--- src/hdl/a2pa_pkg.sv ---
// shared constants, series coefficients and stage record for the atan2 pipeline
// no dependencies
`default_nettype none
package a2pa_pkg;
   localparam int QB = 30;
   localparam int QW = 32;
   localparam int NTERMS_LO = 15;
   localparam int NTERMS_HI = 12;
   localparam logic [QW-1:0] Q_PI   = 32'd3373259426;
   localparam logic [QW-1:0] Q_PI_2 = 32'd1686629713;
   localparam logic [QW-1:0] Q_PI_4 = 32'd843314857;

   function automatic logic [QW-1:0] inv_odd(input logic [3:0] k);
      logic [QW-1:0] v;
      case (k)
         4'd0: v = 32'd1073741824;
         4'd1: v = 32'd357913941;
         4'd2: v = 32'd214748365;
         4'd3: v = 32'd153391689;
         4'd4: v = 32'd119304647;
         4'd5: v = 32'd97612893;
         4'd6: v = 32'd82595525;
         4'd7: v = 32'd71582788;
         4'd8: v = 32'd63161284;
         4'd9: v = 32'd56512728;
         4'd10: v = 32'd51130563;
         4'd11: v = 32'd46684427;
         4'd12: v = 32'd42949673;
         4'd13: v = 32'd39768216;
         4'd14: v = 32'd37025580;
         default: v = '0;
      endcase
      return v;
   endfunction

   // octant control carried alongside the data
   typedef struct packed {
      logic valid;
      logic hi;
      logic xzero;
      logic yzero;
      logic steep;
      logic neg;
      logic xneg;
      logic yneg;
   } ctl_type;
endpackage
`default_nettype wire

--- src/hdl/a2pa_div_cell.sv ---
// one restoring divide step cell, produces one quotient bit per cycle while en is high
// depends on a2pa_pkg
`default_nettype none
module a2pa_div_cell #(
   parameter int MW = 17
) (
   input  wire logic                   clock,
   input  wire logic                   reset,
   input  wire logic                   en,
   input  wire a2pa_pkg::ctl_type      ctl_in,
   input  wire logic [MW:0]            rem_in,
   input  wire logic [MW:0]            den_in,
   input  wire logic [a2pa_pkg::QB:0]  quo_in,
   output a2pa_pkg::ctl_type           ctl_out,
   output logic [MW:0]                 rem_out,
   output logic [MW:0]                 den_out,
   output logic [a2pa_pkg::QB:0]       quo_out
);
   a2pa_pkg::ctl_type ctl_ff;
   logic [MW:0] rem_ff, den_ff, rem_in2;
   logic [MW+1:0] sh;
   logic [a2pa_pkg::QB:0] quo_ff;
   logic bit_q;

   always_comb begin
      sh = {rem_in, 1'b0};
      bit_q = sh >= {1'b0, den_in};
      rem_in2 = bit_q ? (MW+1)'(sh - {1'b0, den_in}) : sh[MW:0];
   end

   always_ff @(posedge clock) begin
      if (reset) begin
         ctl_ff <= '0;
      end else if (en) begin
         ctl_ff <= ctl_in;
      end
      if (en) begin
         rem_ff <= rem_in2;
         den_ff <= den_in;
         quo_ff <= {quo_in[a2pa_pkg::QB-1:0], bit_q};
      end
   end
   assign ctl_out = ctl_ff;
   assign rem_out = rem_ff;
   assign den_out = den_ff;
   assign quo_out = quo_ff;
endmodule
`default_nettype wire

--- config.mk ---
export PLATFORM = sky130hd
export DESIGN_NAME = a2pa_div_cell
export DESIGN_NICKNAME = d
export VERILOG_FILES = /design/src/hdl/a2pa_pkg.sv /design/src/hdl/a2pa_div_cell.sv
export SDC_FILE = /design/constraint.sdc
export NUM_CORES = 1
export LEC_CHECK = 0
export ABC_AREA = 1
export BUFFER_PORTS_ARGS = -buffer_cell sky130_fd_sc_hd__clkbuf_2
export CAP_MARGIN = 30
export CORE_AREA = 10 10 100 102
export CTS_CLUSTER_SIZE = 10
export DETAILED_ROUTE_END_ITERATION = 16
export DIE_AREA = 0 0 110 112
export PLACE_DENSITY = 0.89
export SLEW_MARGIN = 10
export SYNTH_ARGS = -nofsm -noshare
export SYNTH_HDL_FRONTEND = slang
export SYNTH_SLANG_ARGS = --single-unit
--- constraint.sdc ---
create_clock -name clock -period 2.23 [get_ports clock]
set_clock_uncertainty 0.05 [all_clocks]
set_input_delay 0.223 -clock clock [delete_from_list [all_inputs] [get_ports clock]]
set_output_delay 0.223 -clock clock [all_outputs]
set_load 0.01 [all_outputs]
==> out/results.tsv <==
stage	metric	value	unit
sta	setup_tns	0	ns
critical_path	cp-end-kind	flop	
critical_path	crit_top_cell	nand2_1	
synthesis	ys_seq_area_frac	0.5596	
finish	syn2layout_area_growth	38.04	%
placement	dp_slack	0.06244	ns
critical_path	critPathSlowestCell	ha_1	
global_route	grt_pass1_vias	3444	
detailed_routing	first_iter_violations	155	
detailed_routing	viasPerCell	4.864	
sta	maxSlewViolCount	0	
critical_path	crit_cells	9	
floorplanning	dieArea	12320	µm²
critical_path	cp_top_family	simple AND/OR/NAND/NOR gates	
power	vdd_ir_drop_max	0.2995	mV
synthesis	synth_edf_count	67	
clocking	htree_levels	3	
synthesis	synth_nets	482	
finish	nNetsFinal	678	
critical_path	crit_required	2.29	ns
sta	worst_slack	0.4552	ns
clocking	ctsResizeCount	0	
placement	place.gp.congestion	0.8231	
floorplanning	rows	33	
placement	port_buffers	151	
sta	timing.final.crit_share	0.7959	
synthesis	yosysTopAreaCell	edfxtp_1	
critical_path	crit_chain	clkbuf_2, inv_1, ha_1, a21oi_1, nand2_1, a21oi_2, nand4_4, nand3_1, nand2_1	
synthesis	synthCells	385	
detailed_routing	wl_per_cell	16.65	µm
detailed_routing	dr.pass1.iters	4	
critical_path	startpoint	den_in[14]	
hold_path	hold_path.class	in2reg	
sta	holdWs	0.01786	ns
critical_path	path_buf_inv	2	
synthesis	synth_warnings	0	
sta	tightest_slew	0.4766	ns
global_route	antenna_found_initial	0	
synthesis	async_reset_ff_frac	0	
critical_path	r2r_slack	1.50	ns
finish	fillers	635	
critical_path	r2r-start	ctl_out[4]$_SDFFE_PP0P_	
sta	fmax	563.5	MHz
clocking	clkTransAtPathRegs	0.08	ns
critical_path	worst_setup_path_start_kind	input port	
power	leakagePower	2.628	nW
floorplanning	start_util	0.4821	
synthesis	synth_ff_type	edfxtp_1	
finish	diodes	0	
power	power_density	694.7	nW/µm²
global_route	track_usage	0.1791	
clocking	holdBufCountCts	16	
global_route	grt_start_max_net_pins	37	
synthesis	synth_area	3881	µm²
critical_path	timing.rr.end	ctl_out[4]$_SDFFE_PP0P_	
detailed_routing	drc	0	
clocking	cts_buffer_depth	2	
critical_path	crit_type	in2reg	
synthesis	yosys.cell_types.count	33	
finish	layout.cells.non_filler	691	
sta	slew_headroom	0.6822	
global_route	grt_pass1_wl	17240	µm
job	maxCapViolCount	0	
synthesis	synthTopCellsByArea	edfxtp_1 (52%), nand2_1 (12%), ha_1 (5.8%)	
sta	rsz0062_at_grt	no	
clocking	cts_buffers	9	
detailed_routing	wl	11510	µm
sta	hold_viol_final	0	
status	status	complete, no violations	
floorplanning	io_pins	153	
clocking	clock_latency	0.35	ns
floorplanning	die_h	112	µm
clocking	post-cts-setup-buffers	0	
finish	final_util	0.6654	
placement	dp_cells	642	
synthesis	synth.ff_latch_count	75	
clocking	cts_tree	yes	
clocking	cts-root-buf	clkbuf_8	
critical_path	critical-path-max-stage-delay	0.37	ns
sta	setup_viol	0	
detailed_routing	antenna_left	0	
clocking	clock_sinks	75	
global_route	grt-ovfl-total	0	
floorplanning	coreArea	8051	µm²
critical_path	reg2reg_depth	2	
placement	hpwlAfterDp	8692	µm
hold_path	min_from	den_in[7]	
critical_path	cp.arrival	1.83	ns
critical_path	path_max_fanout	18	
finish	drive_gt1_frac	0.3669	
sta	period_needed	1.775	ns
synthesis	yosysTopAreaCellShare	0.5184	
critical_path	crit_path_end	rem_out[15]$_DFFE_PP_	
detailed_routing	num_vias	3361	
floorplanning	fp.dieW	110	µm
synthesis	synth.avg_cell_area	10.08	µm²
cells by family (layout without fill, tap and decap cells):
logic type,Yosys count,in the layout,share of synthesized area
and+or+nand+nor,209,209,0.2640
DFF,75,75,0.5596
buffers and inverters,53,254,0.05931
AOI/OAI and AO/OA,20,20,0.03353
adders and majority gates,19,19,0.06319
xor gates and xnor gates,9,9,0.02031
synthesized netlist by cell type (2+ instances only):
cell type and n:
nand3_2 10, buf_4 2, nor3_1 4, dfxtp_1 8, nor2_2 2, nor3_2 2, xor2_1 9, nand2_1 124
inv_1 38, nor2_4 2, nand3_1 25, ha_1 18, inv_2 9, edfxtp_1 67, a21oi_1 15, nand3b_1 7
a21oi_2 3, nor2_1 18, nand2_2 8
flip-flops by register name (all words and copies together), names as in the netlist:
signal / cells
den_out: 18
quo_out: 31
rem_out: 18
ctl_out: 8
layer usage:
layer | up-vias | global-route usage | routed length (µm)
met1 | 1549 | 0.1875 | 4318
met5 | - | 0 | 0
met4 | 0 | 0.04861 | 150
li1 | 1671 | - | -
met3 | 17 | 0.05536 | 1030
met2 | 124 | 0.3310 | 6006
cell type report:
type,count,area [µm²],area share
Clock buffer,14,227.7,0.04250
Clock inverter,2,17.52,0.003269
Inverter,47,176.4,0.03293
Multi-Input combinational cell,257,1479,0.2760
Sequential cell,75,2172,0.4054
Tap cell,105,131.4,0.02452
Timing Repair Buffer,191,1154,0.2153
worst min path at each step:
stage / end / slack, ns / depth (start not counted)
3_5_place_dp: quo_out[9]$_DFFE_PP_ / 0.35 / 1
3_3_place_gp: quo_out[22]$_DFFE_PP_ / 0.35 / 1
6_report: den_out[7]$_DFFE_PP_ / 0.02 / 1
5_1_grt: quo_out[15]$_DFFE_PP_ / -0.004 / 1
2_1_floorplan: den_out[0]$_DFFE_PP_ / 0.27 / 0
4_1_cts: quo_out[14]$_DFFE_PP_ / 0.0005 / 1
report_power, final:
group	internal, W	switching, W
logic	0.000333	0.000477
registers	0.00168	0.0000402
clock network	0.000682	0.000506
cells in the final DEF (no fill, tap or decap), types with 2 or more instances in the layout:
cell type      instances
a21oi_1               15
a21oi_2                3
buf_4                  7
clkbuf_16              4
clkbuf_2             150
clkbuf_8               9
dfxtp_1                8
dlygate4sd3_1         33
edfxtp_1              67
ha_1                  18
inv_1                 38
inv_2                  9
nand2_1              124
nand2_2                8
nand3_1               25
nand3_2               10
nand3b_1               7
nor2_1                18
nor2_2                 2
nor2_4                 2
nor3_1                 4
nor3_2                 2
xor2_1                 9
through the flow:
stage	cell area (µm²)	power (W)
3_3_place_gp	4782	0.002490
3_5_place_dp	4782	0.002518
5_1_grt	5358	0.003917
6_report	5358	0.003722
2_1_floorplan	3881	0.002185
4_1_cts	5187	0.003736
No activity file was read; power rests on OpenSTA's default activity.
