==> src/hdl/a2pa_pkg.sv <==
// shared constants, series coefficients and stage record for the atan2 pipeline
// no dependencies
`default_nettype none
package a2pa_pkg;
   localparam int QB = 30;
   localparam int QW = 32;
   localparam int NTERMS_LO = 15;
   localparam int NTERMS_HI = 12;
   localparam logic [QW-1:0] Q_PI   = 32'd3373259426;
   localparam logic [QW-1:0] Q_PI_2 = 32'd1686629713;
   localparam logic [QW-1:0] Q_PI_4 = 32'd843314857;

   function automatic logic [QW-1:0] inv_odd(input logic [3:0] k);
      logic [QW-1:0] v;
      case (k)
         4'd0: v = 32'd1073741824;
         4'd1: v = 32'd357913941;
         4'd2: v = 32'd214748365;
         4'd3: v = 32'd153391689;
         4'd4: v = 32'd119304647;
         4'd5: v = 32'd97612893;
         4'd6: v = 32'd82595525;
         4'd7: v = 32'd71582788;
         4'd8: v = 32'd63161284;
         4'd9: v = 32'd56512728;
         4'd10: v = 32'd51130563;
         4'd11: v = 32'd46684427;
         4'd12: v = 32'd42949673;
         4'd13: v = 32'd39768216;
         4'd14: v = 32'd37025580;
         default: v = '0;
      endcase
      return v;
   endfunction

   // octant control carried alongside the data
   typedef struct packed {
      logic valid;
      logic hi;
      logic xzero;
      logic yzero;
      logic steep;
      logic neg;
      logic xneg;
      logic yneg;
   } ctl_type;
endpackage
`default_nettype wire

==> src/hdl/a2pa_horner_cell.sv <==
// one horner step cell of the odd series: acc = c - acc * v2 (sign folded)
// depends on a2pa_pkg
`default_nettype none
module a2pa_horner_cell #(
   parameter int K = 0
) (
   input  wire logic                    clock,
   input  wire logic                    reset,
   input  wire logic                    en,
   input  wire a2pa_pkg::ctl_type       ctl_in,
   input  wire logic [a2pa_pkg::QB:0]   v_in,
   input  wire logic [a2pa_pkg::QB:0]   v2_in,
   input  wire logic [a2pa_pkg::QB:0]   acc_in,
   output a2pa_pkg::ctl_type            ctl_out,
   output logic [a2pa_pkg::QB:0]        v_out,
   output logic [a2pa_pkg::QB:0]        v2_out,
   output logic [a2pa_pkg::QB:0]        acc_out
);
   // acc held as magnitude; terms alternate sign and magnitudes stay positive
   a2pa_pkg::ctl_type ctl_ff;
   logic [a2pa_pkg::QB:0] v_ff, v2_ff, acc_ff, acc_in2, prod;
   logic [2*a2pa_pkg::QB+1:0] full;
   logic [3:0] kk;
   logic act;

   always_comb begin
      act = ctl_in.hi ? (K < a2pa_pkg::NTERMS_HI - 1) : 1'b1;
      kk = 4'(K);
      full = acc_in * v2_in;
      prod = full[2*a2pa_pkg::QB:a2pa_pkg::QB];
      if (ctl_in.hi && K == a2pa_pkg::NTERMS_HI - 1)
         acc_in2 = (a2pa_pkg::QB+1)'(a2pa_pkg::inv_odd(4'(a2pa_pkg::NTERMS_HI - 1)));
      else if (act)
         acc_in2 = (a2pa_pkg::QB+1)'(a2pa_pkg::inv_odd(kk)) - prod;
      else
         acc_in2 = acc_in;
   end

   always_ff @(posedge clock) begin
      if (reset) ctl_ff <= '0;
      else if (en) ctl_ff <= ctl_in;
      if (en) begin
         v_ff <= v_in;
         v2_ff <= v2_in;
         acc_ff <= acc_in2;
      end
   end
   assign ctl_out = ctl_ff;
   assign v_out = v_ff;
   assign v2_out = v2_ff;
   assign acc_out = acc_ff;
endmodule
`default_nettype wire

==> config.mk <==
export PLATFORM = sky130hd
export DESIGN_NAME = a2pa_horner_cell
export DESIGN_NICKNAME = d
export VERILOG_FILES = /design/src/hdl/a2pa_pkg.sv /design/src/hdl/a2pa_horner_cell.sv
export SDC_FILE = /design/constraint.sdc
export NUM_CORES = 2
export LEC_CHECK = 0
export BUFFER_PORTS_ARGS = -buffer_cell sky130_fd_sc_hd__buf_2
export CAP_MARGIN = 20
export CORE_UTILIZATION = 45
export DETAILED_ROUTE_END_ITERATION = 12
export PLACE_DENSITY = 0.64
export SKIP_CTS_REPAIR_TIMING = 1
export SYNTH_ARGS = -nofsm -noshare
export SYNTH_HDL_FRONTEND = slang
export SYNTH_SLANG_ARGS = --single-unit
==> constraint.sdc <==
create_clock -name clock -period 10 [get_ports clock]
set_input_delay 0.5 -clock clock [delete_from_list [all_inputs] [get_ports clock]]
set_output_delay 0.5 -clock clock [all_outputs]
set_load 0.01 [all_outputs]
==> tab_implementation.tex <==
\begin{tabular}{lr}
\hline
Metric & Value \\
\hline
\multicolumn{2}{l}{\textbf{Global routing}} \\
\quad Wire length of the first global-routing pass & 153000 um \\
\quad Via count of the first global-routing pass & approximately 27000 \\
\quad Global-route total usage across every layer & 25.7\% \\
\quad Initial antenna violation count & 8 \\
\quad Total grt overflow & 0 \\
\quad Maximum number of pins on one net before global-route repair & 66 \\
\multicolumn{2}{l}{\textbf{CTS}} \\
\quad CTS clock-pin slew for the worst setup and hold paths & 0.12 ns \\
\quad Count of clock tree sinks & about 100 \\
\quad Max H-tree Level & 3 \\
\quad Deepest clock path buffer count & 2 \\
\quad Clock latency on the worst-skew pair & 0.39 ns \\
\quad Cell chosen for the clock root & sky130\_fd\_sc\_hd\_\_clkbuf\_16 \\
\quad Number of buffers created by CTS & 9 \\
\quad Clock tree from TritonCTS & done \\
\multicolumn{2}{l}{\textbf{Setup path}} \\
\quad Setup crit start & acc\_in[15] \\
\quad Top fanout value on the critical path & 23 \\
\quad Type of element capturing the critical path & flip-flop \\
\quad Classification of the worst setup path & in2reg \\
\quad Delay of the slowest cell on the worst path & 0.56 ns \\
\quad Crit path max-delay cell type & sky130\_fd\_sc\_hd\_\_fa\_1 \\
\quad Reg2Reg Launch Point & ctl\_out[5]\$\_SDFFE\_PP0P\_ \\
\quad Required time of the critical path & around 10 ns \\
\quad Kind of start point of the critical path & input pin \\
\quad Most used cell along the critical path & sky130\_fd\_sc\_hd\_\_fa\_1 \\
\quad Worst Path Buf+Inv & 6 \\
\quad Kind of cell adding the most delay to the critical path & adder cells \\
\quad Worst EP arrival & 9.44 ns \\
\multicolumn{2}{l}{\textbf{Routing}} \\
\quad Violation count after the first detailed-routing iteration & 1479 \\
\quad Remaining DRCs & 0 \\
\quad Vias & between 20000 and 30000 \\
\quad Post-route ant nets & 0 \\
\quad Number of detailed-routing iterations run before antenna repair & 5 \\
\quad Routed length per placed instance & 19.9 um \\
\quad Via density & $\sim$5.2 \\
\quad Detailed-route wire length & 95800 um \\
\multicolumn{2}{l}{\textbf{Placement}} \\
\quad Routability congestion estimate & 0.954 \\
\quad Worst Setup Slack post-DPL & between 0.3 and 0.4 ns \\
\quad Detail Placement HPWL & 80400 um \\
\quad Count of buffers inserted at the top-level ports & 204 \\
\multicolumn{2}{l}{\textbf{Timing}} \\
\quad Post-route setup TNS & 0 ns \\
\quad Final Max Slew Viols & 0 \\
\quad Slew at the pin closest to its max-slew limit & 0.963 ns \\
\quad PnR worst setup slack & 0.742 ns \\
\quad Hold Violations, Final & 0 \\
\quad Final worst path period share & 92.6\% \\
\quad Highest achievable clock rate & approximately 110 MHz \\
\quad Unrepaired setup endpoints after global routing & no \\
\quad Relative slew margins & 35.8\% \\
\quad Post-route minimum period & 9.26 ns \\
\quad Final setup vio count & 0 \\
\quad Final Skew & 0 ns \\
\multicolumn{2}{l}{\textbf{Yosys}} \\
\quad Number of synthesized flops with an enable pin & 93 \\
\quad Flip-flop and latch count after synthesis & between 100 and 150 \\
\quad Number of distinct standard cells referenced by the synthesized netlist & roughly 80 \\
\quad Most frequent cell after synthesis & sky130\_fd\_sc\_hd\_\_fa\_1 \\
\quad Synth top cells by count & 835 x sky130\_fd\_sc\_hd\_\_fa\_1, 792 x sky130\_fd\_sc\_hd\_\_inv\_1, 554 x sky130\_fd\_sc\_hd\_\_nand2\_1 \\
\quad FFs w/ async S/R, synth & 0\% \\
\quad Prevailing post-synth register cell & sky130\_fd\_sc\_hd\_\_edfxtp\_1 \\
\quad Mean cell area of the mapped netlist & 9.42 um\^{}2 \\
\quad Yosys top cell by area & sky130\_fd\_sc\_hd\_\_fa\_1 \\
\quad Nets in the synthesized netlist & 4890 \\
\quad Area of the mapped netlist & 34900 um\^{}2 \\
\quad Seq/Total Area, Yosys & under 10\% \\
\quad Synthesis warning total & 0 \\
\quad Number of standard cells after synthesis & 3704 \\
\quad Leading post-synthesis cells by cell area & sky130\_fd\_sc\_hd\_\_fa\_1 48\%, sky130\_fd\_sc\_hd\_\_ha\_1 8.9\%, sky130\_fd\_sc\_hd\_\_and2\_1 8.6\% \\
\quad Share of Yosys cell area claimed by the top area cell type & about 48\% \\
\multicolumn{2}{l}{\textbf{Die}} \\
\quad Chip height & between 200 and 300 um \\
\quad Horizontal die dimension & approximately 280 um \\
\quad Die Area & 78600 um\^{}2 \\
\quad I/O Pins & roughly 210 \\
\quad Effective utilization at floorplan & about 46\% \\
\quad Core Rows & 101 \\
\quad Area of the core & 76300 um\^{}2 \\
\multicolumn{2}{l}{\textbf{Finish}} \\
\quad Number of filler instances in the final layout & between 7000 and 8000 \\
\quad Share of post-route cells with drive strength above 1 & 8.54\% \\
\quad Signed area change from the synthesized netlist to the final layout & 6.80\% \\
\quad Net total in the final layout & 4965 \\
\multicolumn{2}{l}{\textbf{Worst hold path}} \\
\quad Classification of the worst-slack hold path & in2reg \\
\quad Startpoint of the worst hold path & v\_in[10] \\
\multicolumn{2}{l}{\textbf{Job}} \\
\quad Number of violations of the max-capacitance limit & 0 \\
\multicolumn{2}{l}{\textbf{Run status}} \\
\quad Run status & completed \\
\hline
\end{tabular}
==> stage by stage <==
| step | area, um^2 | util [%] | hold WS [ns] | cells |
|---|---|---|---|---|
| global placement | 36900 | 48.4 | 0.471 | 4798 |
| detailed placement | 36900 | 48.4 | 0.481 | 4798 |
| CTS | 37200 | 48.8 | 0.249 | 4814 |
| global route | 37300 | 48.8 | 0.250 | 4815 |
| floorplan | 34900 | - | 0.532 | 3704 |
| finish | 37300 | 48.8 | 0.267 | 4815 |
==> placed cells by master (no fill, tap or decap), types with 5 or more instances in the layout <==
cell type                   count
sky130_fd_sc_hd__a21o_1        23
sky130_fd_sc_hd__nand4_1       36
sky130_fd_sc_hd__or3_1          8
sky130_fd_sc_hd__buf_2        203
sky130_fd_sc_hd__xor2_1        22
sky130_fd_sc_hd__o211ai_1       8
sky130_fd_sc_hd__a21oi_1       62
sky130_fd_sc_hd__ha_1         247
sky130_fd_sc_hd__dfxtp_1        8
sky130_fd_sc_hd__nor3_1        25
sky130_fd_sc_hd__buf_4         77
sky130_fd_sc_hd__and2_1       479
sky130_fd_sc_hd__clkbuf_16      9
sky130_fd_sc_hd__a211oi_1       9
sky130_fd_sc_hd__a31oi_1       10
sky130_fd_sc_hd__nand3_1       22
sky130_fd_sc_hd__nor2_1        51
sky130_fd_sc_hd__o21a_1         8
sky130_fd_sc_hd__fa_1         835
sky130_fd_sc_hd__and3_1         7
sky130_fd_sc_hd__inv_1        792
sky130_fd_sc_hd__edfxtp_1      93
sky130_fd_sc_hd__nand2b_1       7
sky130_fd_sc_hd__mux2i_1       12
sky130_fd_sc_hd__nor4_1         5
sky130_fd_sc_hd__o21ai_0       38
sky130_fd_sc_hd__nand2_1      554
sky130_fd_sc_hd__xnor2_1       34
==> cells by family after synthesis <==
family	share of synthesized area, %
AO/OA/AOI/OAI	4.08
multiplexers	0.377
buffers and inverters	10.9
adder cells (fa/ha/maj)	56.8
flip-flops	8.47
XOR/XNOR	1.45
AND/OR/NAND/NOR	17.9
==> registers in the layout, indices dropped and copies added (netlist names) <==
register and cells:
ctl_out 8, v2_out 31, acc_out 31, v_out 31
==> path summary, 6_finish.rpt <==
kind,cells after the start,endpoint,slack (ns)
setup / recovery,30,acc_out[30]$_DFFE_PP_,0.74
hold / removal,1,v_out[10]$_DFFE_PP_,0.27
setup reg to reg,2,ctl_out[5]$_SDFFE_PP0P_,9.37
hold reg to reg,2,ctl_out[3]$_SDFFE_PP0P_,0.50
==> layer usage <==
metal  part of all wire, %  wire [um]  track usage, %
met4                   4.9       4660            11.4
met2                    50      47700            43.8
met3                   5.4       5160            3.43
met1                    40      38200            32.5
met5                 0.062         59               0
==> final cells by class <==
| type | instances | area [um^2] | share of cell area, % |
|---|---|---|---|
| Tap cell | 1030 | 1290 | 3.46 |
| Timing Repair Buffer | 281 | 1610 | 4.33 |
| Inverter | 792 | 2970 | 7.98 |
| Sequential cell | 101 | 2950 | 7.93 |
| Antenna cell | 1 | 2.50 | 0.00672 |
| Clock buffer | 9 | 225 | 0.605 |
| Multi-Input combinational cell | 2594 | 28100 | 75.5 |
| Clock inverter | 7 | 83.8 | 0.225 |
Power is not shown: default switching activity piles up to over one toggle a cycle in this logic, so the estimate is an artifact.
